File: config.mk
export PLATFORM = sky130hd
export DESIGN_NAME = double_to_fixed_point_bits
export DESIGN_NICKNAME = d
export VERILOG_FILES = /design/src/dtfp_pkg.sv /design/src/dtfp_decode.sv /design/src/dtfp_align.sv /design/src/dtfp_pack.sv /design/src/double_to_fixed_point_bits.sv
export SDC_FILE = /design/constraint.sdc
export NUM_CORES = 1
export LEC_CHECK = 0
export ABC_AREA = 1
export BUFFER_PORTS_ARGS = -buffer_cell sky130_fd_sc_hd__buf_2
export CAP_MARGIN = 20
export CORE_MARGIN = 2
export CORE_UTILIZATION = 56
export DETAILED_ROUTE_END_ITERATION = 12
export PLACE_DENSITY_LB_ADDON = 0.05
export SYNTH_ARGS = -nofsm -noshare
export SYNTH_HDL_FRONTEND = slang
export SYNTH_HIERARCHICAL = 1
export SYNTH_SLANG_ARGS = --single-unit
File: constraint.sdc
create_clock -name clk_i -period 10.2 [get_ports clk_i]
set_input_delay 0.51 -clock clk_i [delete_from_list [all_inputs] [get_ports clk_i]]
set_output_delay 0.51 -clock clk_i [all_outputs]
set_load 0.02 [all_outputs]
File: src/dtfp_pkg.sv
`timescale 1ns / 1ps
// shared types and constants for the double to fixed-point converter
package dtfp_pkg;

  // binary64 layout
  localparam int unsigned ExpW   = 11;
  localparam int unsigned MantW  = 52;
  localparam int unsigned SigW   = MantW + 1;
  localparam int unsigned ValueW = 64;

  // exponent at and above which the magnitude reaches 2^52 (also covers nan and inf)
  localparam logic [ExpW-1:0] ExpIntLimit = 11'd1075;

  // result widths
  localparam int unsigned IntW  = 32;
  localparam int unsigned FracW = 52;

  // configuration
  localparam int unsigned DigW    = 6;
  localparam int unsigned CfgIdxW = 4;

  localparam logic [DigW-1:0] FracDigitsMax = 6'd52;
  localparam logic [DigW-1:0] IntDigitsRst  = 6'd16;
  localparam logic [DigW-1:0] FracDigitsRst = 6'd16;

  typedef enum logic [CfgIdxW-1:0] {
    CfgIntDigits  = 4'd0,
    CfgFracDigits = 4'd1
  } cfg_idx_e;

  typedef struct packed {
    logic [DigW-1:0] int_digits;
    logic [DigW-1:0] frac_digits;
  } cfg_t;

  // after exponent decode: value = sig * 2^-rsh
  typedef struct packed {
    logic            neg;
    logic            oor;
    logic [SigW-1:0] sig;
    logic [ExpW-1:0] rsh;
  } dec_t;

  // after alignment: integer magnitude and the first 52 fraction bits
  typedef struct packed {
    logic             neg;
    logic             oor;
    logic [IntW-1:0]  mag;
    logic [FracW-1:0] frac;
  } aln_t;

endpackage

File: src/dtfp_decode.sv
`timescale 1ns / 1ps
// stage 1: exponent decode, special values, hidden bit and right-shift amount
module dtfp_decode (
  input  logic                        clk_i,
  input  logic                        rst_ni,
  input  logic                        valid_i,
  output logic                        ready_o,
  input  logic [dtfp_pkg::ValueW-1:0] value_bits_i,
  output logic                        valid_o,
  input  logic                        ready_i,
  output dtfp_pkg::dec_t              dec_o
);
  import dtfp_pkg::*;

  logic            valid_q;
  dec_t            dec_d, dec_q;
  logic [ExpW-1:0] exp_raw;
  logic [ExpW-1:0] exp_eff;

  assign ready_o = !valid_q || ready_i;
  assign valid_o = valid_q;
  assign dec_o   = dec_q;

  always_comb begin
    exp_raw = value_bits_i[ValueW-2 -: ExpW];
    // subnormals use exponent one with no hidden bit
    exp_eff = (exp_raw == '0) ? ExpW'(1) : exp_raw;
    dec_d.neg = value_bits_i[ValueW-1];
    dec_d.oor = (exp_raw >= ExpIntLimit);
    dec_d.sig = {(exp_raw != '0), value_bits_i[MantW-1:0]};
    dec_d.rsh = ExpIntLimit - exp_eff;
  end

  always_ff @(posedge clk_i or negedge rst_ni) begin
    if (!rst_ni) begin
      valid_q <= 1'b0;
    end else if (ready_o) begin
      valid_q <= valid_i;
    end
  end

  always_ff @(posedge clk_i) begin
    if (valid_i && ready_o) begin
      dec_q <= dec_d;
    end
  end

endmodule

File: src/dtfp_align.sv
`timescale 1ns / 1ps
// stage 2: barrel shift of the significand and 32-bit range check
module dtfp_align (
  input  logic           clk_i,
  input  logic           rst_ni,
  input  logic           valid_i,
  output logic           ready_o,
  input  dtfp_pkg::dec_t dec_i,
  output logic           valid_o,
  input  logic           ready_i,
  output dtfp_pkg::aln_t aln_o
);
  import dtfp_pkg::*;

  logic                  valid_q;
  aln_t                  aln_d, aln_q;
  logic [SigW+FracW-1:0] wide;
  logic [SigW-1:0]       mag_full;
  logic                  pos_big, neg_big;

  assign ready_o = !valid_q || ready_i;
  assign valid_o = valid_q;
  assign aln_o   = aln_q;

  always_comb begin
    // one shifter gives both the integer part and the first 52 fraction bits
    wide     = {dec_i.sig, {FracW{1'b0}}} >> dec_i.rsh;
    mag_full = wide[SigW+FracW-1:FracW];
    // positive limit 2^31-1, negative limit 2^31
    pos_big  = (mag_full[SigW-1:IntW-1] != '0);
    neg_big  = (mag_full[SigW-1:IntW] != '0) ||
               (mag_full[IntW-1] && (mag_full[IntW-2:0] != '0));
    aln_d.neg  = dec_i.neg;
    aln_d.oor  = dec_i.oor || (dec_i.neg ? neg_big : pos_big);
    aln_d.mag  = mag_full[IntW-1:0];
    aln_d.frac = wide[FracW-1:0];
  end

  always_ff @(posedge clk_i or negedge rst_ni) begin
    if (!rst_ni) begin
      valid_q <= 1'b0;
    end else if (ready_o) begin
      valid_q <= valid_i;
    end
  end

  always_ff @(posedge clk_i) begin
    if (valid_i && ready_o) begin
      aln_q <= aln_d;
    end
  end

endmodule

File: src/dtfp_pack.sv
`timescale 1ns / 1ps
// stage 3: sign, digit masks and the output register
module dtfp_pack (
  input  logic                       clk_i,
  input  logic                       rst_ni,
  input  logic                       valid_i,
  output logic                       ready_o,
  input  dtfp_pkg::aln_t             aln_i,
  input  dtfp_pkg::cfg_t             cfg_i,
  output logic                       valid_o,
  input  logic                       ready_i,
  output logic [dtfp_pkg::IntW-1:0]  int_part_o,
  output logic [dtfp_pkg::FracW-1:0] frac_part_o,
  output logic                       out_of_range_o
);
  import dtfp_pkg::*;

  logic             valid_q;
  logic [IntW-1:0]  int_d, int_q;
  logic [FracW-1:0] frac_d, frac_q;
  logic             oor_q;
  logic [IntW-1:0]  signed_int;
  logic [IntW-1:0]  int_mask;
  logic [DigW-1:0]  frac_dig;
  logic [DigW-1:0]  frac_sh;

  assign ready_o        = !valid_q || ready_i;
  assign valid_o        = valid_q;
  assign int_part_o     = int_q;
  assign frac_part_o    = frac_q;
  assign out_of_range_o = oor_q;

  always_comb begin
    signed_int = aln_i.neg ? (IntW'(0) - aln_i.mag) : aln_i.mag;
    // a shift of 32 or more clears the shifted ones, so counts of 32 or more keep all bits
    int_mask   = ~({IntW{1'b1}} << cfg_i.int_digits);
    frac_dig   = (cfg_i.frac_digits > FracDigitsMax) ? FracDigitsMax : cfg_i.frac_digits;
    frac_sh    = FracDigitsMax - frac_dig;
    if (aln_i.oor) begin
      int_d  = '0;
      frac_d = '0;
    end else begin
      int_d  = signed_int & int_mask;
      // negative values give no fraction
      frac_d = aln_i.neg ? '0 : (aln_i.frac >> frac_sh);
    end
  end

  always_ff @(posedge clk_i or negedge rst_ni) begin
    if (!rst_ni) begin
      valid_q <= 1'b0;
    end else if (ready_o) begin
      valid_q <= valid_i;
    end
  end

  always_ff @(posedge clk_i) begin
    if (valid_i && ready_o) begin
      int_q  <= int_d;
      frac_q <= frac_d;
      oor_q  <= aln_i.oor;
    end
  end

endmodule

File: src/double_to_fixed_point_bits.sv
`timescale 1ns / 1ps
// top level of the binary64 to fixed-point converter
//
//  channel | direction | handshake                | payload
//  --------+-----------+--------------------------+-----------------------------------------
//  in      | into      | in_valid_i / in_ready_o  | value_bits_i[63:0]
//  out     | out of    | out_valid_o/ out_ready_i | int_part_o[31:0], frac_part_o[51:0],
//          |           |                          | out_of_range_o
//  cfg     | into      | cfg_valid_i/ cfg_ready_o | cfg_index_i[3:0], cfg_value_i[5:0]
//
// three register stages: decode, align (one 105-bit barrel shift), pack (output register)
// out_valid_o rises once an accepted input has passed the decode, align and pack registers;
// one item per cycle while out_ready_i does not stall the output
// a stage takes a new item whenever it is empty or its content moves on in the same cycle
// a stall on the output holds every full stage; nothing is dropped or repeated
// reset clears the valid bits and sets both digit counts to sixteen
// cfg_ready_o is always high; a write to an unknown index is taken and ignored
module double_to_fixed_point_bits (
  input  logic                          clk_i,
  input  logic                          rst_ni,
  // input items
  input  logic                          in_valid_i,
  output logic                          in_ready_o,
  input  logic [dtfp_pkg::ValueW-1:0]   value_bits_i,
  // result items
  output logic                          out_valid_o,
  input  logic                          out_ready_i,
  output logic [dtfp_pkg::IntW-1:0]     int_part_o,
  output logic [dtfp_pkg::FracW-1:0]    frac_part_o,
  output logic                          out_of_range_o,
  // register writes
  input  logic                          cfg_valid_i,
  output logic                          cfg_ready_o,
  input  logic [dtfp_pkg::CfgIdxW-1:0]  cfg_index_i,
  input  logic [dtfp_pkg::DigW-1:0]     cfg_value_i
);
  import dtfp_pkg::*;

  cfg_t cfg_q;

  // stage-to-stage handshakes
  logic dec_valid, dec_ready;
  logic aln_valid, aln_ready;
  dec_t dec;
  aln_t aln;

  // configuration registers, always ready
  assign cfg_ready_o = 1'b1;

  always_ff @(posedge clk_i or negedge rst_ni) begin
    if (!rst_ni) begin
      cfg_q.int_digits  <= IntDigitsRst;
      cfg_q.frac_digits <= FracDigitsRst;
    end else if (cfg_valid_i && cfg_ready_o) begin
      unique case (cfg_index_i)
        CfgIntDigits:  cfg_q.int_digits  <= cfg_value_i;
        CfgFracDigits: cfg_q.frac_digits <= cfg_value_i;
        default: ;
      endcase
    end
  end

  // stage 1: sign, exponent, hidden bit, shift amount
  dtfp_decode u_decode (
    .clk_i        (clk_i),
    .rst_ni       (rst_ni),
    .valid_i      (in_valid_i),
    .ready_o      (in_ready_o),
    .value_bits_i (value_bits_i),
    .valid_o      (dec_valid),
    .ready_i      (dec_ready),
    .dec_o        (dec)
  );

  // stage 2: alignment and range check
  dtfp_align u_align (
    .clk_i   (clk_i),
    .rst_ni  (rst_ni),
    .valid_i (dec_valid),
    .ready_o (dec_ready),
    .dec_i   (dec),
    .valid_o (aln_valid),
    .ready_i (aln_ready),
    .aln_o   (aln)
  );

  // stage 3: two's complement, digit masks, output register
  dtfp_pack u_pack (
    .clk_i          (clk_i),
    .rst_ni         (rst_ni),
    .valid_i        (aln_valid),
    .ready_o        (aln_ready),
    .aln_i          (aln),
    .cfg_i          (cfg_q),
    .valid_o        (out_valid_o),
    .ready_i        (out_ready_i),
    .int_part_o     (int_part_o),
    .frac_part_o    (frac_part_o),
    .out_of_range_o (out_of_range_o)
  );

`ifndef NO_ASSERTIONS
  // an out-of-range result carries no digits
  a_oor_zero: assert property (@(posedge clk_i) disable iff (!rst_ni)
    (out_valid_o && out_of_range_o) |-> (int_part_o == '0 && frac_part_o == '0))
    else $error("out-of-range result with nonzero digits");

  // integer part never exceeds the configured digit count
  a_int_width: assert property (@(posedge clk_i) disable iff (!rst_ni)
    out_valid_o |-> ((int_part_o >> cfg_q.int_digits) == '0))
    else $error("integer part wider than int_digits");

  // fraction never exceeds the configured digit count
  a_frac_width: assert property (@(posedge clk_i) disable iff (!rst_ni)
    out_valid_o |-> ((frac_part_o >> cfg_q.frac_digits) == '0))
    else $error("fraction part wider than frac_digits");
`endif

endmodule
==> impl_summary.md <==
Run status
The flow ran to the end, and the final reports show no timing, DRC or antenna violations.

Timing
The minimum hold slack is roughly 0.11 ns. The final sum of negative setup slack is 0 ns. The final critical-path share of the clock period is 45.1%. Clock skew on the completed layout was measured at ~0.024 ns. The total count of hold-check failures in the final report was 0.

The slew at the pin with the worst max-slew slack is approximately 1.1 ns. After layout, the minimum clock period comes to 4.60 ns. Setup violations remaining at the end of the flow were counted as 0.

Based on the critical path, the design can be clocked at up to 0.218 GHz. Setup repair after global routing left no endpoint under its margin. Measured against its own limit, the worst slew margin works out to a little over a quarter. The number of max-slew violations in the final report is 0.

Yosys
The netlist area before placement is between 15000 and 20000 sq um. In the synthesized netlist, the number of instances is roughly 2.5k. Counting every net in the synthesized netlist gives 2560.

The cell type contributing the most total cell area after synthesis is sky130_fd_sc_hd__edfxtp_1. In the synthesized netlist, the cells that appear most often are sky130_fd_sc_hd__nand3_1 (898), sky130_fd_sc_hd__nand2_1 (467), sky130_fd_sc_hd__edfxtp_1 (237). The synthesized flop and latch total is around 250. In this run, distinct cell masters in the synthesized netlist total 53. Of the synthesized area, sequential elements account for just over 40%. The share of the synthesized area in the top cell type is 39.4%.

The average cell area after synthesis is approximately 7.3 sq um. The main flop type after synthesis is sky130_fd_sc_hd__edfxtp_1. The count of flip-flops with a built-in enable after synthesis is 237. The fraction of registers with async set or reset after synthesis is under 10%. The number of warnings reported in the yosys synthesis log is 6. By area the synthesized netlist is led by sky130_fd_sc_hd__edfxtp_1 (39%), sky130_fd_sc_hd__nand3_1 (25%), sky130_fd_sc_hd__nand2_1 (9.7%). The most common cell in the synthesized netlist is sky130_fd_sc_hd__nand3_1.

Final layout
Compared with the post-synthesis result, the final layout area differs by 9.75%. The number of antenna diodes in the final layout is 0. For this run, the number of standard cells in the final layout without fillers is 2947. The cell area after layout is 19800 sq um. In the final design database the tool counted approximately 2.6k nets. Cells with a size suffix above 1 make up a little under an eighth of the layout. The final standard cell utilization of the core is between 60% and 70%.

Min path
The sink of the worst hold path is u_decode/dec_o[61]. The launch instance of the worst min-delay path is value_bits_i[50]. Along the worst hold path, the cell count comes to 1. The path category of the worst min-delay check is in -> reg.

Floorplan
Once the floorplan was initialized, standard cells occupied between 50% and 60% of the core. The floorplan step set the die height to between 150 and 200 microns. 167 I/O pins were placed.

The total area inside the core boundary comes to 31600 sq um. The die covers about 34000 sq um. The floorplan has 65 rows. The floorplan step set the die width to between 150 and 200 microns.

Setup path
Data on the critical path arrives at its endpoint at ~5 ns. The reg-to-reg setup timing slack is ~5.6 ns. STA classifies the critical path endpoint as a flip-flop. The depth of the worst register-to-register path is 16. The end of the worst register-to-register path is u_pack/frac_part_o[3]. The worst setup path category is reg -> reg. The startpoint identified for the worst register-to-register timing path is cfg_q[0]. The slowest stage of the critical path is the sky130_fd_sc_hd__clkinv_1 cell. Walking the worst path, the cells encountered are buf_4, nor2_2, nand2_1, nand2_2, buf_4, nand2_1, ha_1, buf_4, clkinv_1, buf_4, nand3_1, nand3_1, nand3_1, nand3_1, nand3_1, nand2_1. On the worst path, the slowest cell contributes a delay of approximately 0.6 ns. Broken down by cell family, the worst path's largest delay share belongs to buffers and inverters. The required time of the critical path is approximately 11 ns. The number of buffers and inverters on the critical path is 5. The most repeated library cell on the critical path is sky130_fd_sc_hd__nand3_1.

The worst setup path is launched from a flip-flop. Of all nets on the critical path, the largest fanout is between 50 and 60.

Place
At the end of routability-driven placement, the weighted congestion stood at ~1.0. Once placement finished, the instance area stood at roughly 19000 sq um. The number of cells in the design after placement is around 2.9k. Detailed placement ended at an HPWL of roughly 46 mm. The port buffer count is 165.

Power
Summed over all cells, the static leakage comes to ~8.7 nW. IR analysis of the VDD net gives a maximum drop of 0.182 mV. The power per unit of standard cell area is a little over 200 nW/um^2.

Route
The detailed router finished its first iteration with ~2.8k violations. In the routed design, unresolved DRC markers number 0. After detailed routing, the average wire length per cell comes to 21.1 microns. The via count is between 15k and 20k. The detail route stage leaves a number of antenna-violating nets equal to 0. After detailed routing, the number of vias per cell comes to around 6.4. The final layout contains routed wiring with a total length of 62.3 mm. The detailed-router iteration count before antenna repair is 9.

CTS
The clock-pin slew of the registers on the worst-case setup and hold paths is ~0.07 ns. Clock latency on the worst-skew pair, taken at its later pin, is between 0.5 and 0.6 ns. The longest clock path from root to sink contains 3 buffers. The TritonCTS clock tree is built.

The number of levels the H-tree was split into is 1. The clock net in this run drives a total of about 250 sinks. In this run, CTS created clock tree buffers numbering 28. The root buffer selected by CTS is sky130_fd_sc_hd__clkbuf_16.

Flow run
Max-cap violations in this run came to 0.

Global route
The global-route wire length before repair is approximately 96 mm. The aggregate global routing overflow is 0. The total routing usage reported by global routing is a little over a third. The maximum number of pins on one net before global-route repair is 87.

The via count of the first global-routing pass is approximately 17k. The initial antenna violation count is 0.
[repair_timing]
item / CTS / global route
resized for setup: 0 / 0
hold buffers: 1 / 0
setup buffers: 0 / 0
endpoints found under the hold margin: 13 / 0
[state kept, by name, indices dropped and copies added (netlist names)]
| register | count |
|---|---|
| u_pack/int_part_o | 32 |
| u_pack/out_of_range_o | 1 |
| u_decode/dec_o | 66 |
| u_align/aln_o | 86 |
| cfg_q | 12 |
| u_pack/valid_o | 1 |
| u_align/valid_o | 1 |
| u_decode/valid_o | 1 |
| u_pack/frac_part_o | 52 |
[worst reg2reg max path: cells and delay by family, from the launching register on]
kind	cells	cell delay, ns
flops	1	0.36
buf+inv	5	2.31
fa+ha+maj	1	0.34
simple gates	10	1.35
[area by class of cell]
class / instances / area (sq um)
repair buffers: 193 / 1050
flip-flops and latches: 252 / 7490
clock buffers: 37 / 785
multi-input cells: 1877 / 9140
well taps: 402 / 503
clock inverters: 15 / 206
fillers: 2753 / 11800
inverters: 171 / 647
[routing by layer]
| metal | vias up | GRT usage (%) | routed length (microns) | part of all wire, % |
|---|---|---|---|---|
| met5 | - | 0 | 0 | 0 |
| met3 | 148 | 4.24 | 5390 | 8.6 |
| met4 | 0 | 16.3 | 3130 | 5.0 |
| met2 | 1216 | 60.3 | 28800 | 46 |
| met1 | 8726 | 48.3 | 25000 | 40 |
| li1 | 8866 | - | - | - |
[kinds of logic (layout without fill, tap and decap cells)]
| logic type | Yosys count | count (layout) | share of synthesized area, % |
|---|---|---|---|
| AND/OR/NAND/NOR | 1666 | 1666 | 43.3 |
| buffers and inverters | 348 | 416 | 8.26 |
| flip-flops | 252 | 252 | 41.5 |
| AO/OA/AOI/OAI | 195 | 195 | 6.07 |
| XOR/XNOR | 11 | 11 | 0.617 |
| adder cells (fa/ha/maj) | 4 | 4 | 0.277 |
| other | 1 | 1 | 0.0208 |
[power breakdown]
| group | internal [mW] | total (mW) | switching [mW] |
|---|---|---|---|
| clock network | 0.625 | 1.05 | 0.427 |
| registers | 1.28 | 1.35 | 0.0654 |
| logic | 0.448 | 1.67 | 1.23 |
| total | 2.35 | 4.07 | 1.72 |
[through the flow]
stage	power [mW]	worst slack [ns]
2_1_floorplan	2.56	4.84
3_3_place_gp	2.97	5.81
3_5_place_dp	2.98	5.74
4_1_cts	4.04	5.74
5_1_grt	4.29	5.31
6_report	4.07	5.60
[cells in the final DEF, fill, tap and decap left out, types with 5 or more instances in the layout]
cell                        instances
sky130_fd_sc_hd__nor2_4             5
sky130_fd_sc_hd__o22ai_1            6
sky130_fd_sc_hd__dfrtp_1           13
sky130_fd_sc_hd__clkbuf_8           5
sky130_fd_sc_hd__a31oi_1           23
sky130_fd_sc_hd__nand3_1          898
sky130_fd_sc_hd__nand3_2            5
sky130_fd_sc_hd__xor2_1             9
sky130_fd_sc_hd__nand4_1          102
sky130_fd_sc_hd__buf_4             26
sky130_fd_sc_hd__edfxtp_1         237
sky130_fd_sc_hd__inv_2             11
sky130_fd_sc_hd__a211oi_1           8
sky130_fd_sc_hd__clkbuf_16         28
sky130_fd_sc_hd__inv_1            158
sky130_fd_sc_hd__nor3_1            15
sky130_fd_sc_hd__nand2_1          467
sky130_fd_sc_hd__a21oi_1           73
sky130_fd_sc_hd__buf_2            165
sky130_fd_sc_hd__o21ai_0           53
sky130_fd_sc_hd__o21ai_1           13
sky130_fd_sc_hd__nand2_2            5
sky130_fd_sc_hd__nor2_1           152
[worst max-delay path by stage]
stage	startpoint	to	cells past startpoint
after global routing	cfg_q[0]	u_pack/frac_part_o[12]	16
after floorplan	out_ready_i	u_align/aln_o[0]	4
final	cfg_q[0]	u_pack/frac_part_o[3]	16
after CTS	cfg_q[0]	u_pack/frac_part_o[3]	16
after detailed placement	cfg_q[0]	u_pack/frac_part_o[3]	16
after global placement	cfg_q[0]	u_pack/frac_part_o[3]	16
(Power assumes the default switching activity.)
